## src/rtl/core/stfe_pkg.sv

```systemverilog
// ----------------------------------------------------------------------------
// stfe_pkg
// Shared types and codes for the screen transition fade engine.
// ----------------------------------------------------------------------------
package stfe_pkg;

	localparam logic [2:0] KIND_TICK  = 3'd0;
	localparam logic [2:0] KIND_CLEAR = 3'd1;
	localparam logic [2:0] KIND_FULL  = 3'd2;
	localparam logic [2:0] KIND_OUT   = 3'd3;
	localparam logic [2:0] KIND_IN    = 3'd4;
	localparam logic [2:0] KIND_FLASH = 3'd5;

	localparam logic [2:0] MODE_IDLE   = 3'd0;
	localparam logic [2:0] MODE_HOLD   = 3'd1;
	localparam logic [2:0] MODE_IN     = 3'd2;
	localparam logic [2:0] MODE_OUT    = 3'd3;
	localparam logic [2:0] MODE_FLASH0 = 3'd4;
	localparam logic [2:0] MODE_FLASH1 = 3'd5;
	localparam logic [2:0] MODE_FLASH2 = 3'd6;

	localparam logic [1:0] PHASE_CLEAR = 2'd0;
	localparam logic [1:0] PHASE_IN    = 2'd1;
	localparam logic [1:0] PHASE_FULL  = 2'd2;
	localparam logic [1:0] PHASE_OUT   = 2'd3;

	localparam logic [15:0] LEVEL_ZERO = 16'd0;
	localparam logic [15:0] LEVEL_MAX  = 16'd255;
	localparam logic [15:0] REARM_STEP = 16'd4;
	localparam logic [7:0]  TINT_BLACK = 8'd0;

	typedef struct packed {
		logic [2:0]  mode;
		logic [1:0]  phase;
		logic [15:0] level;
		logic [15:0] step;
		logic [7:0]  tint;
	} fade_state_t;

endpackage

```

## src/rtl/core/stfe_next.sv

```systemverilog
// ----------------------------------------------------------------------------
// stfe_next
// Next-state logic: applies one command or tick to the fade state.
// ----------------------------------------------------------------------------
module stfe_next (
	input  stfe_pkg::fade_state_t cur,
	input  logic [2:0]            kind,
	input  logic [15:0]           step_size,
	input  logic [7:0]            colour_value,
	input  logic [7:0]            default_colour,
	output stfe_pkg::fade_state_t nxt,
	output logic                  active
);

	logic [15:0] level_dn;
	logic [15:0] level_up;

	assign level_dn = cur.level - cur.step;
	assign level_up = cur.level + cur.step;

	always_comb begin
		nxt    = cur;
		active = 1'b0;
		unique case (kind)
			stfe_pkg::KIND_TICK: begin
				active = (cur.mode != stfe_pkg::MODE_IDLE);
				unique case (cur.mode)
					stfe_pkg::MODE_IDLE: begin
						unique case (cur.phase)
							stfe_pkg::PHASE_FULL: begin
								nxt.phase = stfe_pkg::PHASE_FULL;
								nxt.mode  = stfe_pkg::MODE_HOLD;
								nxt.tint  = default_colour;
								nxt.level = stfe_pkg::LEVEL_MAX;
							end
							stfe_pkg::PHASE_OUT: begin
								nxt.phase = stfe_pkg::PHASE_OUT;
								nxt.step  = stfe_pkg::REARM_STEP;
								nxt.mode  = stfe_pkg::MODE_OUT;
								nxt.tint  = default_colour;
							end
							stfe_pkg::PHASE_IN: begin
								nxt.phase = stfe_pkg::PHASE_CLEAR;
								nxt.level = stfe_pkg::LEVEL_ZERO;
							end
							default: begin
								nxt = cur;
							end
						endcase
					end
					stfe_pkg::MODE_HOLD: begin
						unique case (cur.phase)
							stfe_pkg::PHASE_CLEAR: begin
								nxt.phase = stfe_pkg::PHASE_CLEAR;
								nxt.mode  = stfe_pkg::MODE_IDLE;
								nxt.tint  = default_colour;
								nxt.level = stfe_pkg::LEVEL_ZERO;
							end
							stfe_pkg::PHASE_IN: begin
								nxt.phase = stfe_pkg::PHASE_IN;
								nxt.step  = stfe_pkg::REARM_STEP;
								nxt.mode  = stfe_pkg::MODE_IN;
								nxt.tint  = default_colour;
							end
							default: begin
								nxt.phase = stfe_pkg::PHASE_FULL;
								nxt.level = stfe_pkg::LEVEL_MAX;
							end
						endcase
					end
					stfe_pkg::MODE_IN: begin
						if (cur.phase == stfe_pkg::PHASE_FULL) begin
							nxt.mode = stfe_pkg::MODE_OUT;
						end else if (level_dn[15]) begin
							nxt.level = stfe_pkg::LEVEL_ZERO;
							nxt.mode  = stfe_pkg::MODE_IDLE;
							nxt.phase = stfe_pkg::PHASE_CLEAR;
						end else begin
							nxt.phase = stfe_pkg::PHASE_IN;
							nxt.level = level_dn;
						end
					end
					stfe_pkg::MODE_OUT: begin
						if (cur.phase == stfe_pkg::PHASE_CLEAR) begin
							nxt.mode = stfe_pkg::MODE_IN;
						end else if ($signed(level_up) >= $signed(stfe_pkg::LEVEL_MAX)) begin
							nxt.level = stfe_pkg::LEVEL_MAX;
							nxt.mode  = stfe_pkg::MODE_HOLD;
							nxt.phase = stfe_pkg::PHASE_FULL;
						end else begin
							nxt.phase = stfe_pkg::PHASE_OUT;
							nxt.level = level_up;
						end
					end
					stfe_pkg::MODE_FLASH0: begin
						nxt.mode = stfe_pkg::MODE_FLASH1;
					end
					stfe_pkg::MODE_FLASH1: begin
						nxt.mode = stfe_pkg::MODE_FLASH2;
					end
					stfe_pkg::MODE_FLASH2: begin
						nxt.mode = stfe_pkg::MODE_IN;
					end
					default: begin
						nxt = cur;
					end
				endcase
			end
			stfe_pkg::KIND_CLEAR: begin
				nxt.phase = stfe_pkg::PHASE_CLEAR;
				nxt.mode  = stfe_pkg::MODE_IDLE;
				nxt.tint  = colour_value;
				nxt.level = stfe_pkg::LEVEL_ZERO;
			end
			stfe_pkg::KIND_FULL: begin
				nxt.phase = stfe_pkg::PHASE_FULL;
				nxt.mode  = stfe_pkg::MODE_HOLD;
				nxt.tint  = colour_value;
				nxt.level = stfe_pkg::LEVEL_MAX;
			end
			stfe_pkg::KIND_OUT: begin
				nxt.phase = stfe_pkg::PHASE_OUT;
				nxt.step  = step_size;
				nxt.mode  = stfe_pkg::MODE_OUT;
				nxt.tint  = colour_value;
			end
			stfe_pkg::KIND_IN: begin
				nxt.phase = stfe_pkg::PHASE_IN;
				nxt.step  = step_size;
				nxt.mode  = stfe_pkg::MODE_IN;
				nxt.tint  = colour_value;
			end
			stfe_pkg::KIND_FLASH: begin
				nxt.phase = stfe_pkg::PHASE_IN;
				nxt.step  = step_size;
				nxt.mode  = stfe_pkg::MODE_FLASH0;
				nxt.tint  = stfe_pkg::TINT_BLACK;
			end
			default: begin
				nxt = cur;
			end
		endcase
	end

endmodule

```

## src/rtl/core/screen_transition_fade_engine.sv

```systemverilog
// Takes one request per clock cycle unless the output stalls, and returns exactly
// one result per request, from an output register loaded at acceptance. A request
// is taken whenever the output register is empty or its result is being taken in
// the same cycle, so a new request can follow every cycle. The fade state is updated
// at acceptance by an add or a subtract and a compare.
// The colour register on the cfg port is always ready; write it only while idle.
// ----------------------------------------------------------------------------
// screen_transition_fade_engine
// Fade-transition sequencer: commands load the fade, ticks advance the ramp.
// ----------------------------------------------------------------------------
module screen_transition_fade_engine (
	input  logic               clk,
	input  logic               arst_n,
	input  logic               cfg_valid,
	output logic               cfg_ready,
	input  logic [7:0]         cfg_data,
	input  logic               in_valid,
	output logic               in_ready,
	input  logic [2:0]         kind,
	input  logic signed [15:0] step_size,
	input  logic [7:0]         colour_value,
	output logic               out_valid,
	input  logic               out_ready,
	output logic               was_active,
	output logic signed [15:0] level_now,
	output logic [7:0]         colour_now,
	output logic [2:0]         mode_now
);

	stfe_pkg::fade_state_t state_q;
	stfe_pkg::fade_state_t state_nxt;
	logic [7:0]            default_colour_q;
	logic                  active;
	logic                  out_valid_q;
	logic                  was_active_q;
	logic                  accept;

	assign cfg_ready = 1'b1;
	assign in_ready  = !out_valid_q || out_ready;
	assign accept    = in_valid && in_ready;

	stfe_next u_next (
		.cur            (state_q),
		.kind           (kind),
		.step_size      (step_size),
		.colour_value   (colour_value),
		.default_colour (default_colour_q),
		.nxt            (state_nxt),
		.active         (active)
	);

	always_ff @(posedge clk or negedge arst_n) begin
		if (!arst_n) begin
			default_colour_q <= 8'd0;
		end else if (cfg_valid) begin
			default_colour_q <= cfg_data;
		end
	end

	always_ff @(posedge clk or negedge arst_n) begin
		if (!arst_n) begin
			state_q     <= '0;
			out_valid_q <= 1'b0;
		end else begin
			if (accept) begin
				state_q     <= state_nxt;
				out_valid_q <= 1'b1;
			end else if (out_ready) begin
				out_valid_q <= 1'b0;
			end
		end
	end

	// result payload
	always_ff @(posedge clk) begin
		if (accept) begin
			was_active_q <= active;
		end
	end

	assign out_valid  = out_valid_q;
	assign was_active = was_active_q;
	assign level_now  = state_q.level;
	assign colour_now = state_q.tint;
	assign mode_now   = state_q.mode;

endmodule

```

## config.mk

```make
export PLATFORM = sky130hd
export DESIGN_NAME = screen_transition_fade_engine
export DESIGN_NICKNAME = d
export VERILOG_FILES = /design/src/rtl/core/stfe_pkg.sv /design/src/rtl/core/stfe_next.sv /design/src/rtl/core/screen_transition_fade_engine.sv
export SDC_FILE = /design/constraint.sdc
export NUM_CORES = 1
export LEC_CHECK = 0
export BUFFER_PORTS_ARGS = -buffer_cell sky130_fd_sc_hd__buf_2
export CAP_MARGIN = 20
export CELL_PAD_IN_SITES_DETAIL_PLACEMENT = 0
export CELL_PAD_IN_SITES_GLOBAL_PLACEMENT = 1
export CORE_MARGIN = 8
export CORE_UTILIZATION = 44
export DETAILED_ROUTE_END_ITERATION = 7
export PLACE_DENSITY_LB_ADDON = 0.1
export SYNTH_ARGS = -nofsm -noshare
export SYNTH_HDL_FRONTEND = slang
export SYNTH_SLANG_ARGS = --single-unit
```

## constraint.sdc

```tcl
create_clock -name clk -period 3.6 [get_ports clk]
set_input_delay 0.54 -clock clk [delete_from_list [all_inputs] [get_ports clk]]
set_output_delay 0.54 -clock clk [all_outputs]
set_load 0.01 [all_outputs]
```

==> results.yml <==
sta:
  fmax_ghz: 0.301
  tns_ns: 0
  rsz0062_at_grt: "false"
  max_slew_margin_pct: 27.4
  period_share_pct: 92.3
  drv_slew: 0
  finalClockSkew_ns: 0.0161
  setup_violations: 0
  worst_slack_ns: 0.278
  hold_viol_final: 0
  tightest_slew_ns: 1.09
  fin_crit_ns: 3.32
synth:
  synth_top_family_by_area: "compound AO/OA/AOI/OAI gates"
  synth_area_per_cell_um2: 8.58
  postSynth.asyncResetShare_pct: 98.2
  ys_ff_latch: 55
  synth_cell_types: 88
  synth_nets: 648
  ys_seq_area_share_pct: 27.9
  yosys.area_share.simple_pct: 16.9
  synth-compound-area-share_pct: 29.6
  syn_inst: 576
  netlist.area_leader.share_pct: 27.3
  netlist_area_mm2: 0.00494
  yosys-mux-area-fraction_pct: 3.14
  ys_warn_count: 0
  synth_ff_type: "dfrtp_1"
  synth_xor_area_share_pct: 3.90
  ys_top_cells_by_area: "dfrtp_1, ha_1, a21oi_1, buf_4, nor2_1"
  synth_top_area_cell: "dfrtp_1"
  synthAdderAreaFrac_pct: 8.41
  synth-edff-count: 1
pwr:
  power_leakage_nw: 2.45
  peakVddDrop_uv: 429
  power_per_cell_area_mw_per_mm2: 740
clock_tree:
  hold_buffers: 0
  cts_num_sinks: 55
  cts.path.max_buffers: 2
  cts_tree: "done"
  clock_latency_ns: 0.35
  htree_levels: 2
  cts.clk_slew.worst_paths_ns: 0.11
  cts_made_buffers: 5
  root_buffer: "clkbuf_8"
grt:
  antenna_found_initial: 0
  overflow: 0
  grt_use_total_pct: 19.7
  grt_first_pass_wirelength_mm: 23.5
  met2_usage_pct: 30.2
  grt_busiest_layer: "met2"
  first_global_vias: 4230
  use_met1_pct: 27.7
  grt_max_degree: 39
  grtUsageMet3_pct: 3.61
layout:
  final_common_cell: "buf_2"
  fin_nets: 677
  antenna_cells: 0
  stdcell_count: 746
  drive_above_1_share_pct: 21.8
  final_util_pct: 49.0
  final_cell_mix: "buf_2, a21oi_1, dfrtp_1"
  syn_to_final_growth_pct: 8.03
  final_area_mm2: 0.00534
run:
  cap_viol_max_count: 0
placement:
  dpl.hpwl_mm: 10.7
  place_inst: 736
  place_ws_ns: 0.307
  dpl_cell_area_mm2: 0.00520
  portBuffers: 69
  gp_congestion: 0.845
floorplan:
  die_h_um: 122
  io_pins: 71
  start_util_pct: 45.4
  dieWidth_um: 122
  die_area_mm2: 0.0149
  core_mm2: 0.0109
  num_rows: 38
detailed_routing:
  dr_total_vias: 4353
  drc: 0
  firstDrtPassIters: 5
  wl_mm: 14.2
  ant_nets: 0
  drt_iter0_drc: 296
  viasPerCell: 5.84
  wl_per_cell_um: 19.0
critical_path:
  cp-endpoint: "mode_now[1]"
  rr_endpoint: "mode_now[1]"
  cp_max_fo: 4
  crit_arrival_ns: 3.58
  ff2ff_setup_slack_ns: 0.28
  crit_required_ns: 3.86
  crit_path_end_kind: "flip-flop"
  cp-start-kind: "flip-flop"
  cp-startpoint: "level_now[0]"
  rr_worst_depth: 12
  timing.rr.start: "level_now[0]"
  crit_type: "flip-flop to flip-flop"
hold_path:
  hold_class: "input pin to async pin"
outcome:
  outcome: "finished, final reports clean"
[kinds of logic after synthesis]
kind of cell	count (synthesis)
buf+inv	95
other cells	1
flops	55
fa+ha+maj	32
compound gates	197
mux	14
xor+xnor	22
simple gates	160
[worst max-delay path: stages (launching register included)]
cell,delay (ns)
dfrtp_1,0.42
ha_1,0.22
inv_1,0.07
fa_1,0.40
o21bai_1,0.27
nand2_2,0.14
a2111oi_4,0.52
nor2_2,0.13
mux2_4,0.33
nand4_4,0.10
o22ai_1,0.12
o22ai_2,0.26
mux2i_1,0.25
[layout make-up]
cell class                      count  area, um2
Multi-Input combinational cell    426       3080
Fill cell                        1086       5550
Clock inverter                      3       27.5
Timing Repair Buffer               85        485
Clock buffer                        5       68.8
Tap cell                          140        175
Sequential cell                    55       1380
Inverter                           32        120
[repair_timing]
action	4_1_cts	5_1_grt
buffers inserted	0	0
resized for setup	0	1
setup endpoints to repair	0	7
[worst min path at each step]
stage                                    from             endpoint
after floorplan                        arst_n        colour_now[0]
after detailed placement  default_colour_q[0]  default_colour_q[0]
final                                  arst_n          state_q[15]
after CTS                              arst_n        level_now[12]
after global routing                   arst_n           state_q[8]
after global placement    default_colour_q[5]  default_colour_q[5]
[stage by stage]
step                hold slack, ns  power [mW]
floorplan                    0.244        3.00
global placement             0.490        3.54
detailed placement           0.497        3.53
CTS                          0.370        3.95
global route                 0.180        4.28
finish                       0.163        3.95
[routing by layer]
| layer | up-vias | share of wire (%) |
|---|---|---|
| met5 | - | 0 |
| met1 | 2105 | 48 |
| li1 | 2132 | - |
| met2 | 102 | 46 |
| met3 | 14 | 4.6 |
| met4 | 0 | 1.6 |
[power by group]
group          internal [mW]  total (mW)  switching [mW]
registers              0.765       0.955           0.190
logic                   1.06        2.59            1.53
clock network          0.145       0.403           0.258
total                   1.97        3.95            1.98
[sequential cells by signal, indices dropped and copies added, names as in the netlist]
name	count
colour_now	8
default_colour_q	8
level_now	16
mode_now	3
out_valid	1
state_q	18
was_active	1
[synthesized netlist by cell type, types with 9 or more instances]
cell and instances:
a21oi_1 58, a22o_1 20, a22oi_1 14, buf_2 9
buf_4 30, clkbuf_1 21, dfrtp_1 54, ha_1 30
inv_1 30, nand2_1 35, nor2_1 48, nor2b_1 9
nor3_1 15, o21ai_0 19, xnor2_1 12, xor2_1 10
Note: power is estimated with default switching activity, not from simulation.
